$ cat config.mk
export PLATFORM = sky130hd
export DESIGN_NAME = can_bus_off_recovery_monitor_top_flat
export DESIGN_NICKNAME = d
export VERILOG_FILES = /design/src/sv/cbor_pkg.sv /design/src/sv/cbor_stream_if.sv /design/src/sv/cbor_cfg_regs.sv /design/src/sv/cbor_core.sv /design/src/sv/cbor_out_buf.sv /design/src/sv/can_bus_off_recovery_monitor_top.sv /design/src/flat_wrapper.sv
export SDC_FILE = /design/constraint.sdc
export NUM_CORES = 1
export LEC_CHECK = 0
export BUFFER_PORTS_ARGS = -buffer_cell sky130_fd_sc_hd__clkbuf_2
export CORE_ASPECT_RATIO = 1.5
export CORE_MARGIN = 2
export CORE_UTILIZATION = 55
export DETAILED_ROUTE_END_ITERATION = 6
export PLACE_DENSITY = 0.73
export RECOVER_POWER = 50
export SETUP_SLACK_MARGIN = 0.05
export SLEW_MARGIN = 10
export SYNTH_ARGS = -nofsm -noshare
export SYNTH_HDL_FRONTEND = slang
export SYNTH_SLANG_ARGS = --single-unit
$ cat constraint.sdc
create_clock -name clk -period 5.5 [get_ports clk]
set_input_delay 1.1 -clock clk [delete_from_list [all_inputs] [get_ports clk]]
set_output_delay 1.1 -clock clk [all_outputs]
set_load 0.005 [all_outputs]
$ cat src/sv/cbor_pkg.sv
`default_nettype none

package cbor_pkg;

	localparam int unsigned NOW_W    = 16;
	localparam int unsigned CFG_W    = 16;
	localparam int unsigned IDX_W    = 3;
	localparam int unsigned COUNT_W  = 16;
	localparam int unsigned STEP_W   = 8;

	// output buffer: room for the item in flight plus two waiting results
	localparam int unsigned OBUF_DEPTH = 3;
	localparam int unsigned OBUF_AW    = 2;
	localparam int unsigned OBUF_CW    = 2;

	typedef enum logic [IDX_W-1:0] {
		REG_SCHEDULE_TICKS   = 3'd0,
		REG_FAST_PERIOD      = 3'd1,
		REG_SLOW_PERIOD      = 3'd2,
		REG_FAST_RETRY_LIMIT = 3'd3,
		REG_SENT_THRESHOLD   = 3'd4,
		REG_SENT_STEP        = 3'd5
	} reg_idx_t;

	localparam logic [CFG_W-1:0]  RST_SCHEDULE_TICKS   = 16'd10;
	localparam logic [CFG_W-1:0]  RST_FAST_PERIOD      = 16'd100;
	localparam logic [CFG_W-1:0]  RST_SLOW_PERIOD      = 16'd1000;
	localparam logic [CFG_W-1:0]  RST_FAST_RETRY_LIMIT = 16'd10;
	localparam logic [CFG_W-1:0]  RST_SENT_THRESHOLD   = 16'd2;
	localparam logic [STEP_W-1:0] RST_SENT_STEP        = 8'd1;

	typedef enum logic {
		ACT_TICK    = 1'b0,
		ACT_TX_DONE = 1'b1
	} action_t;

	typedef struct packed {
		logic             action;
		logic [1:0]       fault_state;
		logic [NOW_W-1:0] now_ms;
	} item_t;

	typedef struct packed {
		logic recover_mode;
		logic bus_off_flag;
		logic clear_send_buffers;
		logic auto_recover_enable;
	} result_t;

	typedef struct packed {
		logic [CFG_W-1:0]  schedule_ticks;
		logic [CFG_W-1:0]  fast_period;
		logic [CFG_W-1:0]  slow_period;
		logic [CFG_W-1:0]  fast_retry_limit;
		logic [CFG_W-1:0]  sent_threshold;
		logic [STEP_W-1:0] sent_step;
	} cfg_t;

endpackage

`default_nettype wire

$ cat src/sv/cbor_stream_if.sv
`default_nettype none

interface cbor_stream_if #(
	parameter type payload_t = logic
);
	logic     valid;
	logic     ready;
	payload_t payload;

	modport source (output valid, output payload, input ready);
	modport sink   (input valid, input payload, output ready);
endinterface

`default_nettype wire

$ cat src/sv/cbor_cfg_regs.sv
`default_nettype none

module cbor_cfg_regs (
	input  wire logic                        clk,
	input  wire logic                        arst_n,
	input  wire logic                        cfg_we,
	input  wire logic [cbor_pkg::IDX_W-1:0]  cfg_index,
	input  wire logic [cbor_pkg::CFG_W-1:0]  cfg_data,
	output cbor_pkg::cfg_t                   cfg
);

	cbor_pkg::cfg_t cfg_q;

	always_ff @(posedge clk or negedge arst_n) begin
		if (!arst_n) begin
			cfg_q.schedule_ticks   <= cbor_pkg::RST_SCHEDULE_TICKS;
			cfg_q.fast_period      <= cbor_pkg::RST_FAST_PERIOD;
			cfg_q.slow_period      <= cbor_pkg::RST_SLOW_PERIOD;
			cfg_q.fast_retry_limit <= cbor_pkg::RST_FAST_RETRY_LIMIT;
			cfg_q.sent_threshold   <= cbor_pkg::RST_SENT_THRESHOLD;
			cfg_q.sent_step        <= cbor_pkg::RST_SENT_STEP;
		end else if (cfg_we) begin
			case (cfg_index)
				cbor_pkg::REG_SCHEDULE_TICKS:   cfg_q.schedule_ticks   <= cfg_data;
				cbor_pkg::REG_FAST_PERIOD:      cfg_q.fast_period      <= cfg_data;
				cbor_pkg::REG_SLOW_PERIOD:      cfg_q.slow_period      <= cfg_data;
				cbor_pkg::REG_FAST_RETRY_LIMIT: cfg_q.fast_retry_limit <= cfg_data;
				cbor_pkg::REG_SENT_THRESHOLD:   cfg_q.sent_threshold   <= cfg_data;
				cbor_pkg::REG_SENT_STEP:
					cfg_q.sent_step <= cfg_data[cbor_pkg::STEP_W-1:0];
				default: ;
			endcase
		end
	end

	assign cfg = cfg_q;

endmodule

`default_nettype wire

$ cat src/sv/cbor_core.sv
`default_nettype none

module cbor_core #(
	parameter int unsigned TIME_WIDTH = 16
) (
	input  wire logic           clk,
	input  wire logic           arst_n,
	input  wire cbor_pkg::cfg_t cfg,
	input  wire logic           accept,
	input  wire cbor_pkg::item_t item,
	output logic                busy,
	output logic                push,
	output cbor_pkg::result_t   push_data
);

	localparam int unsigned CW = (TIME_WIDTH > cbor_pkg::CFG_W) ? TIME_WIDTH : cbor_pkg::CFG_W;
	localparam int unsigned SW = cbor_pkg::COUNT_W;

	logic            valid_s1;
	cbor_pkg::item_t item_s1;

	logic [SW-1:0]         sched_q, sched_n;
	logic                  inrec_q, inrec_n;
	logic                  mark_q, mark_n;
	logic                  slow_q, slow_n;
	logic                  auto_q, auto_n;
	logic [TIME_WIDTH-1:0] last_q, last_n;
	logic [SW-1:0]         attempt_q, attempt_n;
	logic [SW-1:0]         sent_q, sent_n;
	logic                  clear;

	logic                  run;
	logic                  off;
	logic                  due;
	logic [TIME_WIDTH-1:0] now_t;
	logic [TIME_WIDTH-1:0] elapsed;
	logic [SW-1:0]         period;
	logic [SW:0]           sent_sum;

	always_ff @(posedge clk or negedge arst_n) begin
		if (!arst_n) begin
			valid_s1 <= 1'b0;
		end else begin
			valid_s1 <= accept;
		end
	end

	always_ff @(posedge clk) begin
		if (accept) begin
			item_s1 <= item;
		end
	end

	assign now_t    = TIME_WIDTH'(item_s1.now_ms);
	assign elapsed  = now_t - last_q;
	assign period   = slow_q ? cfg.slow_period : cfg.fast_period;
	assign due      = CW'(period) <= CW'(elapsed);
	assign run      = sched_q >= cfg.schedule_ticks;
	assign off      = item_s1.fault_state[1];
	assign sent_sum = (SW+1)'(sent_q) + (SW+1)'(cfg.sent_step);

	always_comb begin
		sched_n   = sched_q;
		inrec_n   = inrec_q;
		mark_n    = mark_q;
		slow_n    = slow_q;
		auto_n    = auto_q;
		last_n    = last_q;
		attempt_n = attempt_q;
		sent_n    = sent_q;
		clear     = 1'b0;
		if (valid_s1) begin
			if (item_s1.action == cbor_pkg::ACT_TX_DONE) begin
				sent_n = sent_sum[SW] ? '1 : sent_sum[SW-1:0];
			end else begin
				if (run) begin
					if (!inrec_q) begin
						if (off) begin
							inrec_n   = 1'b1;
							mark_n    = 1'b1;
							clear     = 1'b1;
							sent_n    = '0;
							auto_n    = 1'b1;
							slow_n    = 1'b0;
							last_n    = now_t;
							attempt_n = '0;
						end
					end else if (due) begin
						last_n = now_t;
						if (attempt_q < cfg.fast_retry_limit) begin
							attempt_n = attempt_q + 1'b1;
						end else begin
							slow_n = 1'b1;
						end
						if (!off && sent_q >= cfg.sent_threshold) begin
							attempt_n = '0;
							slow_n    = 1'b0;
							auto_n    = 1'b0;
							mark_n    = 1'b0;
							inrec_n   = 1'b0;
						end else begin
							clear = 1'b1;
						end
					end
					// divider restarts after a diagnosis run, then counts this tick
					sched_n = SW'(1);
				end else begin
					sched_n = sched_q + 1'b1;
				end
			end
		end
	end

	always_ff @(posedge clk or negedge arst_n) begin
		if (!arst_n) begin
			sched_q   <= '0;
			inrec_q   <= 1'b0;
			mark_q    <= 1'b0;
			slow_q    <= 1'b0;
			auto_q    <= 1'b0;
			last_q    <= '0;
			attempt_q <= '0;
			sent_q    <= '0;
		end else begin
			sched_q   <= sched_n;
			inrec_q   <= inrec_n;
			mark_q    <= mark_n;
			slow_q    <= slow_n;
			auto_q    <= auto_n;
			last_q    <= last_n;
			attempt_q <= attempt_n;
			sent_q    <= sent_n;
		end
	end

	assign busy                         = valid_s1;
	assign push                         = valid_s1;
	assign push_data.recover_mode        = inrec_n;
	assign push_data.bus_off_flag        = mark_n;
	assign push_data.clear_send_buffers  = clear;
	assign push_data.auto_recover_enable = auto_n;

endmodule

`default_nettype wire

$ cat src/sv/cbor_out_buf.sv
`default_nettype none

module cbor_out_buf (
	input  wire logic                          clk,
	input  wire logic                          arst_n,
	input  wire logic                          push,
	input  wire cbor_pkg::result_t             push_data,
	output logic [cbor_pkg::OBUF_CW-1:0]       count,
	cbor_stream_if.source                      result
);

	localparam int unsigned DEPTH = cbor_pkg::OBUF_DEPTH;
	localparam int unsigned AW    = cbor_pkg::OBUF_AW;
	localparam int unsigned CW    = cbor_pkg::OBUF_CW;

	cbor_pkg::result_t entry_q [DEPTH];
	logic [AW-1:0]     wr_ptr_q;
	logic [AW-1:0]     rd_ptr_q;
	logic [CW-1:0]     count_q;
	logic              pop;

	assign pop = result.valid && result.ready;

	always_ff @(posedge clk) begin
		if (push) begin
			entry_q[wr_ptr_q] <= push_data;
		end
	end

	always_ff @(posedge clk or negedge arst_n) begin
		if (!arst_n) begin
			wr_ptr_q <= '0;
			rd_ptr_q <= '0;
			count_q  <= '0;
		end else begin
			if (push) begin
				wr_ptr_q <= (wr_ptr_q == AW'(DEPTH - 1)) ? '0 : wr_ptr_q + 1'b1;
			end
			if (pop) begin
				rd_ptr_q <= (rd_ptr_q == AW'(DEPTH - 1)) ? '0 : rd_ptr_q + 1'b1;
			end
			case ({push, pop})
				2'b10:   count_q <= count_q + 1'b1;
				2'b01:   count_q <= count_q - 1'b1;
				default: count_q <= count_q;
			endcase
		end
	end

	assign count          = count_q;
	assign result.valid   = count_q != '0;
	assign result.payload = entry_q[rd_ptr_q];

endmodule

`default_nettype wire

$ cat src/sv/can_bus_off_recovery_monitor_top.sv
// CAN bus-off recovery supervisor.
// item channel: one transaction per supervisor tick (action 0) or per frame sent
// OK (action 1), with the controller fault state and the free-running ms count.
// result channel: one transaction per item, showing the state after that item:
// recovery mode, bus-off flag, transmit-buffer clear pulse, auto-recover enable.
// cfg port: cfg_we/cfg_index/cfg_data write the six timing and threshold
// registers; write them only while no item is in flight.
// Items pass the input register and the state update into the result buffer.
// Throughput: one item per cycle while item.ready is high, with the state update
// loop (divider, retry timer, attempt and sent counters) behind the input register.
// A three-entry result buffer lets items keep flowing while the receiver holds
// off; item.ready drops only once the buffer plus the item in flight are full.
// Reset (arst_n low) returns to normal mode with all counters and flags clear and
// the registers at their defaults. No item is to be accepted during reset: the
// sender must hold items off then, as the block itself does not enforce it.
`default_nettype none

module can_bus_off_recovery_monitor_top #(
	parameter int unsigned TIME_WIDTH = 16
) (
	input  wire logic                        clk,
	input  wire logic                        arst_n,
	input  wire logic                        cfg_we,
	input  wire logic [cbor_pkg::IDX_W-1:0]  cfg_index,
	input  wire logic [cbor_pkg::CFG_W-1:0]  cfg_data,
	cbor_stream_if.sink                      item,
	cbor_stream_if.source                    result
);

	cbor_pkg::cfg_t                cfg;
	cbor_pkg::result_t             push_data;
	logic                          push;
	logic                          busy;
	logic                          accept;
	logic [cbor_pkg::OBUF_CW-1:0]  count;
	logic [cbor_pkg::OBUF_CW:0]    occupied;

	assign occupied   = (cbor_pkg::OBUF_CW+1)'(count) + (cbor_pkg::OBUF_CW+1)'(busy);
	assign item.ready = occupied < (cbor_pkg::OBUF_CW+1)'(cbor_pkg::OBUF_DEPTH);
	assign accept     = item.valid && item.ready;

	cbor_cfg_regs u_cfg (
		.clk       (clk),
		.arst_n    (arst_n),
		.cfg_we    (cfg_we),
		.cfg_index (cfg_index),
		.cfg_data  (cfg_data),
		.cfg       (cfg)
	);

	cbor_core #(
		.TIME_WIDTH (TIME_WIDTH)
	) u_core (
		.clk       (clk),
		.arst_n    (arst_n),
		.cfg       (cfg),
		.accept    (accept),
		.item      (item.payload),
		.busy      (busy),
		.push      (push),
		.push_data (push_data)
	);

	cbor_out_buf u_obuf (
		.clk       (clk),
		.arst_n    (arst_n),
		.push      (push),
		.push_data (push_data),
		.count     (count),
		.result    (result)
	);

endmodule

`default_nettype wire

$ cat src/flat_wrapper.sv
// flat-port wrapper written by rule: the top's interface ports become plain ports
module can_bus_off_recovery_monitor_top_flat import cbor_pkg::*;
#(
	parameter int unsigned TIME_WIDTH = 16
)
  (clk, arst_n, cfg_we, cfg_index, cfg_data, item_valid, item_payload, item_ready, result_valid, result_payload, result_ready);
  cbor_stream_if #(.payload_t(item_t)) item_i ();
  cbor_stream_if #(.payload_t(result_t)) result_i ();
  input  wire logic clk;
  input  wire logic arst_n;
  input  wire logic cfg_we;
  input  wire logic [cbor_pkg::IDX_W-1:0] cfg_index;
  input  wire logic [cbor_pkg::CFG_W-1:0] cfg_data;
  input wire logic [$bits(item_i.valid)-1:0] item_valid;
  input wire logic [$bits(item_i.payload)-1:0] item_payload;
  output wire logic [$bits(item_i.ready)-1:0] item_ready;
  output wire logic [$bits(result_i.valid)-1:0] result_valid;
  output wire logic [$bits(result_i.payload)-1:0] result_payload;
  input wire logic [$bits(result_i.ready)-1:0] result_ready;
  assign item_i.valid = item_valid;
  assign item_i.payload = item_payload;
  assign item_ready = item_i.ready;
  assign result_valid = result_i.valid;
  assign result_payload = result_i.payload;
  assign result_i.ready = result_ready;
  can_bus_off_recovery_monitor_top #(.TIME_WIDTH(TIME_WIDTH)) u_core (.clk(clk), .arst_n(arst_n), .cfg_we(cfg_we), .cfg_index(cfg_index), .cfg_data(cfg_data), .item(item_i), .result(result_i));
endmodule
==> flow_summary_export.csv, run 1 <==
group,metric,value,unit
clock_tree,root_buffer,"clkbuf_16",
timing,finalCritPeriodShare,0.929,
drt,wl_per_cell,16.9,µm
timing,fmax,196,MHz
drt,wl,22200,µm
min_path,holdPathStages,2,
critical_path,worst_path_dominant_cell_family,"compound AO/OA/AOI/OAI gates",
cells_and_area,final_cell_mix,"148 x dfrtp_1, 102 x nand2_1, 91 x ha_1",
cells_and_area,areaGrowthSynthToFinish,10.1,%
die,num_rows,62,
power_and_ir_drop,p_per_area,408,nW/µm²
synthesis,synth_seq_cells,193,
synthesis,synthCells,1011,
die,die_y,174,µm
timing,whs,0.494,ns
critical_path,critPathMaxStageDelay,0.56,ns
die,dieArea,20300,µm²
power_and_ir_drop,irDropWorstVdd,0.230,mV
drt,vias_per_cell,5.71,
cells_and_area,drive_above_1_share,0.173,
critical_path,worstRegToRegCells,20,
drt,drtIter0Drc,382,
job,maxCapViolCount,1,
global_route,grt_usage,0.237,
status,outcome,"finished, violations left",
global_route,antenna_found_initial,0,
clock_tree,numCtsBuffers,17,
synthesis,syn-num-nets,1147,
critical_path,crit_arrival,5.46,ns
critical_path,slowest_stage,"or3_1",
global_route,overflow,0,
synthesis,avgSynthCellArea,10.4,µm²
synthesis,synth_area,10600,µm²
global_route,grt_pass1_wl,37300,µm
clock_tree,cts-resized-gates,0,
clock_tree,insertion_delay,0.44,ns
critical_path,crit_type,"flip-flop to flip-flop",
critical_path,reg2reg_from,"u_core.u_core.now_t[0]$_DFFE_PP_",
placed_design,dp_hpwl,16400,µm
synthesis,synth_edf_count,30,
cells_and_area,nets,1184,
critical_path,critPathBufInv,2,
timing,tns,0,ns
die,start_util,0.555,
timing,skew,0.00889,ns
critical_path,endpoint_kind,"flip-flop",
power_and_ir_drop,p_leak,0.00529,µW
critical_path,critPathLaunchType,"flip-flop",
timing,relSlewSlack,-1.38,
synthesis,yosysSeqAreaShare,0.474,
synthesis,yosysWarnings,0,
critical_path,r2r-end,"u_core.u_core.attempt_q[8]$_DFFE_PN0P_",
global_route,grt_max_degree,68,
status,failed_checks,"capacitance limit, slew limit",
die,core,19000,µm²
die,die_width,117,µm
critical_path,cp_cell_sequence,"inv_1, ha_1, fa_1, nand2b_1, a21boi_0, o21ai_0, a211oi_2, o31a_1, a21o_1, a21oi_1, xor2_1, ha_1, nand4_1, inv_1, a221o_1, o31ai_4, a21o_4, nand2_2, or3_1, o31ai_1",
die,ios,49,
drt,dr.pass1.iters,5,
clock_tree,cts_tree,"built",
critical_path,ff2ff_setup_slack,0.39,ns
min_path,hp-class,"flip-flop to flip-flop",
drt,vias,7515,
critical_path,critPathCapture,"u_core.u_core.attempt_q[8]$_DFFE_PN0P_",
timing,slew_viol_final,68,
cells_and_area,mostFrequentLayoutCell,"dfrtp_1",
cells_and_area,n_antenna_cell,0,
timing,grt_setup_unrepaired,"no",
synthesis,synth-main-ff-cell,"dfrtp_1",
timing,finalHoldViolCount,0,
global_route,grt_pass1_vias,7666,
placed_design,numPortBuffers,47,
clock_tree,cts_setup_buffers,0,
timing,tightestPinTransition,3.57,ns
synthesis,synth.distinct_cells,64,
synthesis,synthArstFlopShare,0.845,
drt,drc,0,
clock_tree,cts.sinks,193,
critical_path,critPathRequiredTime,5.84,ns
critical_path,path_max_fanout,13,
placed_design,place_congestion,0.869,
timing,finalCriticalPeriod,5.11,ns
clock_tree,cts_hold_buf,0,
clock_tree,path_clk_slew,0.07,ns
drt,drtAntennaViolNets,0,
critical_path,crit_cells,20,
critical_path,startpoint,"u_core.u_core.now_t[0]$_DFFE_PP_",
clock_tree,cts_buffer_depth,2,
clock_tree,htreeDepth,4,
timing,setup_viol_count_final,0,
-- metrics by stage --
| step | instance area (µm²) | utilization | cells | worst slack, ns | total power, µW |
|---|---|---|---|---|---|
| 2_1_floorplan | 10600 | - | 1011 | 1.25 | 3080 |
| 3_3_place_gp | 11100 | 0.583 | 1285 | 0.520 | 3440 |
| 3_5_place_dp | 11100 | 0.583 | 1285 | 0.439 | 3500 |
| 4_1_cts | 11700 | 0.614 | 1317 | 0.352 | 4770 |
| 5_1_grt | 11600 | 0.611 | 1317 | 0.103 | 5080 |
| 6_report | 11600 | 0.611 | 1317 | 0.388 | 4740 |
-- layer usage --
layer,wire length (µm),track usage,up-vias
li1,-,-,3672
met2,11800,0.420,113
met4,962,0.112,0
met5,0,0,-
met3,599,0.0416,50
met1,8830,0.271,3680
-- Yosys cell counts, drive strengths merged (5+ instances only) --
| cell type | n | area (µm²) |
|---|---|---|
| a21o | 19 | 150 |
| buf | 9 | 42.5 |
| and3 | 11 | 68.8 |
| nand2b | 12 | 75.1 |
| and4 | 6 | 52.6 |
| nand4 | 8 | 50.1 |
| mux2i | 5 | 50.1 |
| a211oi | 5 | 37.5 |
| a21oi | 41 | 205 |
| mux2 | 75 | 845 |
| nand2 | 104 | 395 |
| nor3 | 15 | 75.1 |
| dfrtp | 148 | 3700 |
| o41ai | 5 | 43.8 |
| o31ai | 9 | 81.3 |
| xnor2 | 14 | 123 |
| ha | 91 | 1140 |
| o2bb2ai | 10 | 87.6 |
| edfxtp | 30 | 901 |
| nor2 | 43 | 161 |
| nand3 | 27 | 135 |
| o21ai | 91 | 455 |
| or3 | 5 | 31.3 |
| dfstp | 15 | 394 |
| clkbuf | 30 | 114 |
| xor2 | 19 | 166 |
| or2 | 8 | 50.1 |
| inv | 80 | 300 |
| o21a | 5 | 37.5 |
| nor2b | 6 | 37.5 |
| a41oi | 9 | 86.3 |
| a31oi | 10 | 62.6 |
-- registers in the layout (all words and copies together) (netlist names) --
signal and cells:
u_core.u_core.item_s1 2, u_core.u_core.last_q 16, u_core.u_core.sent_q 16, u_core.u_obuf.count 2
u_core.u_obuf.wr_ptr_q 2, u_core.u_core.sched_q 16, u_core.u_core.auto_q 1, u_core.u_core.mark_q 1
u_core.u_core.busy 1, u_core.u_core.attempt_q 16, u_core.u_cfg.cfg 88, u_core.u_core.inrec_q 1
u_core.u_obuf.entry_q 12, u_core.u_core.slow_q 1, u_core.u_core.now_t 16, u_core.u_obuf.rd_ptr_q 2
-- power by group --
group | leakage [µW] | switching (µW) | internal, µW | total (µW)
Sequential | 0.00231 | 198 | 1760 | 1960
Combinational | 0.00269 | 830 | 687 | 1520
Clock | 0.000287 | 575 | 684 | 1260
-- worst min-delay path: stages, from the launching register on --
cell,delay [ns]
edfxtp_1,0.35
nand2_1,0.05
o21ai_0,0.06
-- cell families after synthesis --
group                    share of synthesized area
AO/OA/AOI/OAI                                0.144
XOR/XNOR                                    0.0274
adder cells (fa/ha/maj)                      0.112
buffers and inverters                       0.0433
flip-flops                                   0.474
multiplexers                                0.0848
AND/OR/NAND/NOR                              0.115
-- worst min-delay path by stage --
stage                                            to                           startpoint  slack [ns]
2_1_floorplan   u_core.u_core.last_q[0]$_DFFE_PN0P_  u_core.u_core.last_q[0]$_DFFE_PN0P_        0.45
3_3_place_gp   u_core.u_core.last_q[11]$_DFFE_PN0P_    u_core.u_core.now_t[11]$_DFFE_PP_        0.47
3_5_place_dp    u_core.u_core.last_q[3]$_DFFE_PN0P_     u_core.u_core.now_t[3]$_DFFE_PP_        0.48
4_1_cts         u_core.u_core.last_q[3]$_DFFE_PN0P_     u_core.u_core.now_t[3]$_DFFE_PP_        0.50
5_1_grt            u_core.u_cfg.cfg[41]$_DFFE_PN0P_     u_core.u_cfg.cfg[41]$_DFFE_PN0P_        0.52
6_report       u_core.u_core.last_q[11]$_DFFE_PN0P_    u_core.u_core.now_t[11]$_DFFE_PP_        0.49
-- final cells by class --
cell class                      count  area, µm²
Clock buffer                       17        425
Tap cell                          256        320
Timing Repair Buffer               57        285
Fill cell                        1547       7390
Multi-Input combinational cell    699       5120
Inverter                           80        300
Sequential cell                   193       5000
Clock inverter                     15        171
(Power assumes the default switching activity.)
==> run 2: changes to the inputs <==
ABC_AREA = 1   (was default)
PLACE_DENSITY = 0.72   (was 0.73)
==> run 2 against run 1 <==
Net effect: the run still ends with capacitance limit, slew limit left; first-iteration DRC count rose by 45%; final cell count grew 27%; sequential share of layout area is 1.4 points lower; via count rose by 18%; non-clock buffer count is 8 lower; combinational power increased by 23%; maximum frequency is 22% higher; die area rose by 4.1%; register-to-register slack better by 0.92 ns; critical path type unchanged.
==> flow_summary_export.csv, run 2 <==
group,metric,value,unit
status,outcome,"finished, violations left",
status,failed_checks,"capacitance limit, slew limit",
synthesis,yosys.area.top_type_share,0.337,
timing,finalCritPeriodShare,0.762,
cells_and_area,n_antenna_cell,0,
critical_path,cp_cell_sequence,"ha_1, fa_1, inv_1, nand3_1, nand2_1, nand2_1, nand2_1, o21ai_0, o21ai_0, a21oi_1, xor2_1, ha_1, nand4_1, nor3_1, nand3_1, nand3_1, nand2_1, inv_2, nand3_2, nand2_1, nand2_1",
drt,wl,24500,µm
global_route,grt_pass1_vias,8616,
critical_path,crit_arrival,4.53,ns
timing,relSlewSlack,-0.968,
synthesis,yosysWarnings,0,
clock_tree,numCtsBuffers,17,
synthesis,avgSynthCellArea,8.08,µm²
critical_path,critPathLaunchType,"flip-flop",
cells_and_area,nets,1532,
global_route,antenna_found_initial,0,
timing,skew,0.00870,ns
cells_and_area,fillCellCount,1791,
clock_tree,cts-resized-gates,0,
job,maxCapViolCount,2,
critical_path,crit_type,"flip-flop to flip-flop",
clock_tree,cts.sinks,193,
synthesis,yosysMostFrequentCell,"nand2_1",
synthesis,synth-main-ff-cell,"dfrtp_1",
power_and_ir_drop,power_frac_clock,0.243,
drt,drtIter0Drc,554,
clock_tree,htreeDepth,4,
drt,dr.pass1.iters,5,
synthesis,synth_area,11000,µm²
power_and_ir_drop,p_int,3180,µW
drt,vias,8865,
die,die_width,119,µm
cells_and_area,instances_no_fill,1669,
clock_tree,path_clk_slew,0.07,ns
global_route,grt_max_degree,71,
cells_and_area,final_cell_mix,"405 x nand2_1, 178 x inv_1, 148 x dfrtp_1",
drt,drtAntennaViolNets,0,
power_and_ir_drop,p_leak,0.00620,µW
die,core,19700,µm²
global_route,grt_usage,0.247,
die,dieArea,21200,µm²
critical_path,cpMostUsedCell,"nand2_1",
synthesis,synthArstFlopShare,0.845,
critical_path,worstRegToRegCells,21,
power_and_ir_drop,irDropWorstVdd,0.234,mV
critical_path,critPathMaxStageDelay,0.40,ns
critical_path,endpoint_kind,"flip-flop",
global_route,grt_pass1_wl,41100,µm
die,num_rows,63,
clock_tree,cts_setup_buffers,0,
clock_tree,insertion_delay,0.45,ns
synthesis,synthCells,1361,
timing,slew_viol_final,97,
drt,wl_per_cell,14.7,µm
cells_and_area,mostFrequentLayoutCell,"nand2_1",
timing,grt_setup_unrepaired,"no",
min_path,hp-class,"flip-flop to flip-flop",
power_and_ir_drop,p_per_area,428,nW/µm²
timing,setup_viol_count_final,0,
clock_tree,cts_buffer_depth,2,
clock_tree,root_buffer,"clkbuf_16",
critical_path,critPathRequiredTime,5.84,ns
synthesis,synth_edf_count,30,
global_route,overflow,0,
synthesis,synthTopCellsByCount,"405 x nand2_1, 177 x inv_1, 148 x dfrtp_1",
placed_design,numPortBuffers,47,
timing,finalHoldViolCount,0,
synthesis,yosysSeqAreaShare,0.454,
placed_design,dp_hpwl,17700,µm
cells_and_area,drive_above_1_share,0.0809,
placed_design,placed_cells,1637,
timing,tightestPinTransition,2.95,ns
power_and_ir_drop,pwr-share-seq,0.394,
synthesis,synthTopCellsByArea,"dfrtp_1 34%, nand2_1 14%, ha_1 10%",
drt,drc,0,
power_and_ir_drop,combPwrFrac,0.363,
cells_and_area,multi_input_area,5170,µm²
die,ios,49,
drt,vias_per_cell,5.31,
clock_tree,cts_tree,"built",
timing,tns,0,ns
synthesis,yosysTopAreaCell,"dfrtp_1",
die,die_y,177,µm
critical_path,slowest_stage,"fa_1",
synthesis,synth_seq_cells,193,
placed_design,place_congestion,0.891,
critical_path,path_max_fanout,17,
cells_and_area,largest_reg_flops,88,
cells_and_area,regArea,5000,µm²
min_path,holdPathStages,2,
synthesis,syn-num-nets,1497,
timing,fmax,238,MHz
power_and_ir_drop,power.share.switching,0.383,
clock_tree,cts_hold_buf,0,
timing,finalCriticalPeriod,4.19,ns
die,start_util,0.558,
cells_and_area,areaGrowthSynthToFinish,9.32,%
power_and_ir_drop,switching_power,1970,µW
synthesis,synth.distinct_cells,43,
==> run 2: worst max-delay path: cells and delay by family, from the launching register on <==
family	cells	cell delay, ns
AND/OR/NAND/NOR	12	1.72
adder cells (fa/ha/maj)	3	0.90
AO/OA/AOI/OAI	3	0.54
flip-flops	1	0.38
buffers and inverters	2	0.35
XOR/XNOR	1	0.16
==> run 2: final timing paths <==
| path | startpoint | endpoint | slack [ns] |
|---|---|---|---|
| hold / removal | u_core.u_cfg.cfg[70]$_DFFE_PN0P_ | u_core.u_cfg.cfg[70]$_DFFE_PN0P_ | 0.49 |
| setup reg to reg | u_core.u_core.last_q[0]$_DFFE_PN0P_ | u_core.u_core.attempt_q[6]$_DFFE_PN0P_ | 1.31 |
| min in group asynchronous | arst_n | u_core.u_obuf.count[0]$_DFFE_PN0P_ | 0.67 |
| max in group asynchronous | arst_n | u_core.u_core.attempt_q[4]$_DFFE_PN0P_ | 1.60 |
| hold reg to reg | u_core.u_cfg.cfg[70]$_DFFE_PN0P_ | u_core.u_cfg.cfg[70]$_DFFE_PN0P_ | 0.49 |
| setup / recovery | u_core.u_core.last_q[0]$_DFFE_PN0P_ | u_core.u_core.attempt_q[6]$_DFFE_PN0P_ | 1.31 |
==> run 2: cell type report <==
| type | count | share of cell area |
|---|---|---|
| multi-input cells | 952 | 0.430 |
| flip-flops and latches | 193 | 0.416 |
| inverters | 183 | 0.0573 |
| clock buffers | 18 | 0.0357 |
| well taps | 260 | 0.0271 |
| repair buffers | 49 | 0.0204 |
| clock inverters | 14 | 0.0139 |
==> run 2: logic make-up after synthesis <==
group,share of synthesized area
DFF,0.454
buffers and inverters,0.0752
xor gates and xnor gates,0.0311
adders and majority gates,0.107
and+or+nand+nor,0.233
AOI/OAI and AO/OA,0.0985
muxes,0.000910
==> run 2: routing by layer <==
metal  routed length [µm]  vias up  global-route usage  part of all wire
li1                     -     4472                   -                 -
met5                    0        -                   0                 0
met2                12500      162               0.443              0.51
met3                  933       54              0.0474             0.038
met1                10300     4177               0.286              0.42
met4                  838        0               0.104             0.034
==> run 2: per-stage QoR <==
stage               power (µW)  instance area (µm²)  worst slack (ns)  utilization  hold WS, ns
floorplan                 3420                11000              2.13            -        0.452
global route              5570                12000             0.920        0.610        0.511
CTS                       5190                12000              1.30        0.611        0.490
finish                    5150                12000              1.31        0.610        0.486
detailed placement        3910                11400              1.31        0.581        0.473
global placement          3850                11400              1.42        0.581        0.466
==> run 2: power by group through the flow <==
stage          Sequential (µW)  Clock, µW  Combinational (µW)
2_1_floorplan             1980          0                1440
3_3_place_gp              2040          0                1800
3_5_place_dp              2050          0                1860
4_1_cts                   2030       1280                1880
5_1_grt                   2070       1330                2170
6_report                  2030       1250                1870
==> run 3: changes to the inputs <==
ABC_AREA = 0   (was 1)
PLACE_DENSITY = 0.75   (was 0.72)
clock period = 3.51 ns   (was 5.5 ns; I/O delays follow)
==> run 3 against run 2 <==
Net effect: the run ends with capacitance limit, slew limit, setup timing left; register-to-register slack worse by 1.9 ns; design area is 3.0% higher; clock-buffer cell count is 1 lower; critical path depth is 1 lower; setup slack worse by 1.9 ns; first-iteration DRC count is 38% lower; sequential power is 52% higher; clock skew is 0.0020 ns higher; via count is 12% lower; routed wire length is 3.2% lower; die area is 3.9% lower; final cell count is 18% lower.
==> flow_summary_export.csv, run 3 (synthesis gave the netlist of run 1 again) <==
group,metric,value,unit
global_route,overflow,0,
clock_tree,cts_buffer_depth,2,
min_path,min_from,"item_payload[12]",
drt,wl_per_cell,17.3,µm
critical_path,r2r-end,"u_core.u_core.attempt_q[0]$_DFFE_PN0P_",
status,failed_checks,"capacitance limit, slew limit, setup timing",
power_and_ir_drop,total_power,7690,µW
clock_tree,cts_tree,"built",
critical_path,ff2ff_setup_slack,-0.63,ns
clock_tree,path_clk_slew,0.07,ns
clock_tree,htreeDepth,4,
clock_tree,root_buffer,"clkbuf_16",
job,maxCapViolCount,1,
min_path,hp-class,"primary input to flip-flop",
cells_and_area,nets,1239,
cells_and_area,fin_area,12400,µm²
drt,drtIter0Drc,344,
power_and_ir_drop,p_leak,0.00573,µW
die,dieArea,20300,µm²
placed_design,dp_hpwl,17200,µm
clock_tree,cts.sinks,193,
global_route,antenna_found_initial,0,
cells_and_area,mostFrequentLayoutCell,"dfrtp_1",
critical_path,reg2reg_from,"u_core.u_core.last_q[0]$_DFFE_PN0P_",
timing,finalCriticalPeriod,4.14,ns
timing,slew_viol_final,77,
cells_and_area,fillCellCount,1477,
min_path,worstHoldEndpoint,"u_core.u_core.now_t[12]$_DFFE_PP_",
die,core,19000,µm²
power_and_ir_drop,irDropWorstVdd,0.363,mV
timing,tightestPinTransition,1.84,ns
drt,dr.pass1.iters,4,
clock_tree,numCtsBuffers,17,
timing,tns,-23.84,ns
timing,relSlewSlack,-0.226,
clock_tree,cts_hold_buf,0,
cells_and_area,n_antenna_cell,0,
timing,grt_setup_unrepaired,"yes",
timing,finalCritPeriodShare,1.18,
cells_and_area,final_cell_mix,"148 x dfrtp_1, 99 x nand2_1, 90 x ha_1",
critical_path,endpoint_kind,"flip-flop",
critical_path,cp_cell_sequence,"ha_4, fa_2, nand2b_4, a21boi_4, o21ai_2, a211oi_2, o31a_1, a21o_1, a21oi_2, xor2_1, ha_1, a21oi_2, nand2_1, a221o_1, o31ai_4, a21o_4, buf_4, and2_4, o21ai_2, mux2_2",
timing,skew,0.0107,ns
critical_path,critPathLaunchType,"flip-flop",
min_path,holdPathStages,1,
global_route,grt_usage,0.247,
timing,finalHoldViolCount,0,
placed_design,place_congestion,0.841,
critical_path,critPathMaxStageDelay,0.41,ns
timing,setup_viol_count_final,48,
timing,whs,0.428,ns
die,ios,49,
cells_and_area,largest_reg_flops,88,
timing,fmax,241,MHz
drt,drc,0,
placed_design,postPlaceCellArea,11500,µm²
placed_design,numPortBuffers,47,
power_and_ir_drop,p_per_area,620,nW/µm²
drt,wl,23700,µm
die,num_rows,62,
critical_path,crit_arrival,4.47,ns
critical_path,path_max_fanout,5,
drt,vias_per_cell,5.72,
drt,vias,7845,
critical_path,slowest_stage,"dfrtp_1",
die,start_util,0.555,
die,die_width,117,µm
global_route,grt_pass1_vias,8054,
critical_path,critPathRequiredTime,3.84,ns
global_route,grt_pass1_wl,38800,µm
drt,drtAntennaViolNets,0,
critical_path,worstRegToRegCells,20,
clock_tree,insertion_delay,0.45,ns
die,die_y,174,µm
global_route,grt_max_degree,77,
cells_and_area,areaGrowthSynthToFinish,17.4,%
critical_path,crit_type,"flip-flop to flip-flop",
timing,fin_ws,-0.634,ns
cells_and_area,drive_above_1_share,0.266,
status,outcome,"finished, violations left",
-- run 3: changes by cell type in the layout (fill, tap and decap cells not counted), moves of 15 or more --
cell / before / now
nand4_1: 26 / 8
o21ai_0: 133 / 61
nand2_1: 405 / 99
nor2_1: 79 / 42
a21oi_1: 52 / 37
mux2_2: 0 / 75
inv_1: 178 / 79
buf_4: 0 / 56
a21o_1: 3 / 18
nand3_1: 61 / 26
-- run 3: worst max path at each step --
stage / endpoint / cells after the start / slack [ns] / from
2_1_floorplan: u_core.u_core.attempt_q[8]$_DFFE_PN0P_ / 20 / -0.51 / u_core.u_core.last_q[0]$_DFFE_PN0P_
3_3_place_gp: u_core.u_core.attempt_q[14]$_DFFE_PN0P_ / 19 / -0.70 / u_core.u_core.last_q[0]$_DFFE_PN0P_
3_5_place_dp: u_core.u_core.attempt_q[14]$_DFFE_PN0P_ / 19 / -0.85 / u_core.u_core.last_q[0]$_DFFE_PN0P_
4_1_cts: u_core.u_core.attempt_q[6]$_DFFE_PN0P_ / 20 / -0.63 / u_core.u_core.now_t[0]$_DFFE_PP_
5_1_grt: u_core.u_core.attempt_q[8]$_DFFE_PN0P_ / 19 / -0.81 / u_core.u_core.last_q[0]$_DFFE_PN0P_
6_report: u_core.u_core.attempt_q[0]$_DFFE_PN0P_ / 20 / -0.63 / u_core.u_core.last_q[0]$_DFFE_PN0P_
-- run 3: where the power goes --
| part | internal (µW) | switching [µW] |
|---|---|---|
| combinational | 1280 | 1440 |
| clock | 941 | 944 |
| sequential | 2760 | 325 |
-- run 3: final cells by class --
class,instances,area [µm²],area share
clock inverters,15,138,0.0111
clock buffers,17,425,0.0343
multi-input cells,699,5450,0.440
flip-flops and latches,193,5000,0.404
repair buffers,112,757,0.0611
well taps,256,320,0.0259
inverters,80,300,0.0242
-- run 3: critical path, delay by kind of cell (launching register included) --
family                   cells  cell delay [ns]
adder cells (fa/ha/maj)      3             0.84
flip-flops                   1             0.41
buffers and inverters        1             0.11
XOR/XNOR                     1             0.14
multiplexers                 1             0.28
AO/OA/AOI/OAI               11             1.82
AND/OR/NAND/NOR              3             0.42
-- run 3: timing repair --
item	4_1_cts	5_1_grt
resized for setup	38	29
cloned	0	1
hold endpoints to repair	0	0
buffers inserted	6	2
pin swaps	9	4
endpoints found under the setup margin	48	48
-- run 3: stage by stage --
stage / setup WS, ns / util / std cells
2_1_floorplan: -0.506 / - / 1011
3_3_place_gp: -0.702 / 0.607 / 1332
3_5_place_dp: -0.848 / 0.607 / 1332
4_1_cts: -0.628 / 0.644 / 1369
5_1_grt: -0.814 / 0.652 / 1372
6_report: -0.634 / 0.652 / 1372
-- run 3: per-layer routing --
layer / vias up / GRT usage / part of all wire
li1: 3796 / - / -
met1: 3875 / 0.276 / 0.40
met2: 119 / 0.448 / 0.54
met3: 55 / 0.0427 / 0.024
met4: 0 / 0.111 / 0.040
met5: - / 0 / 0
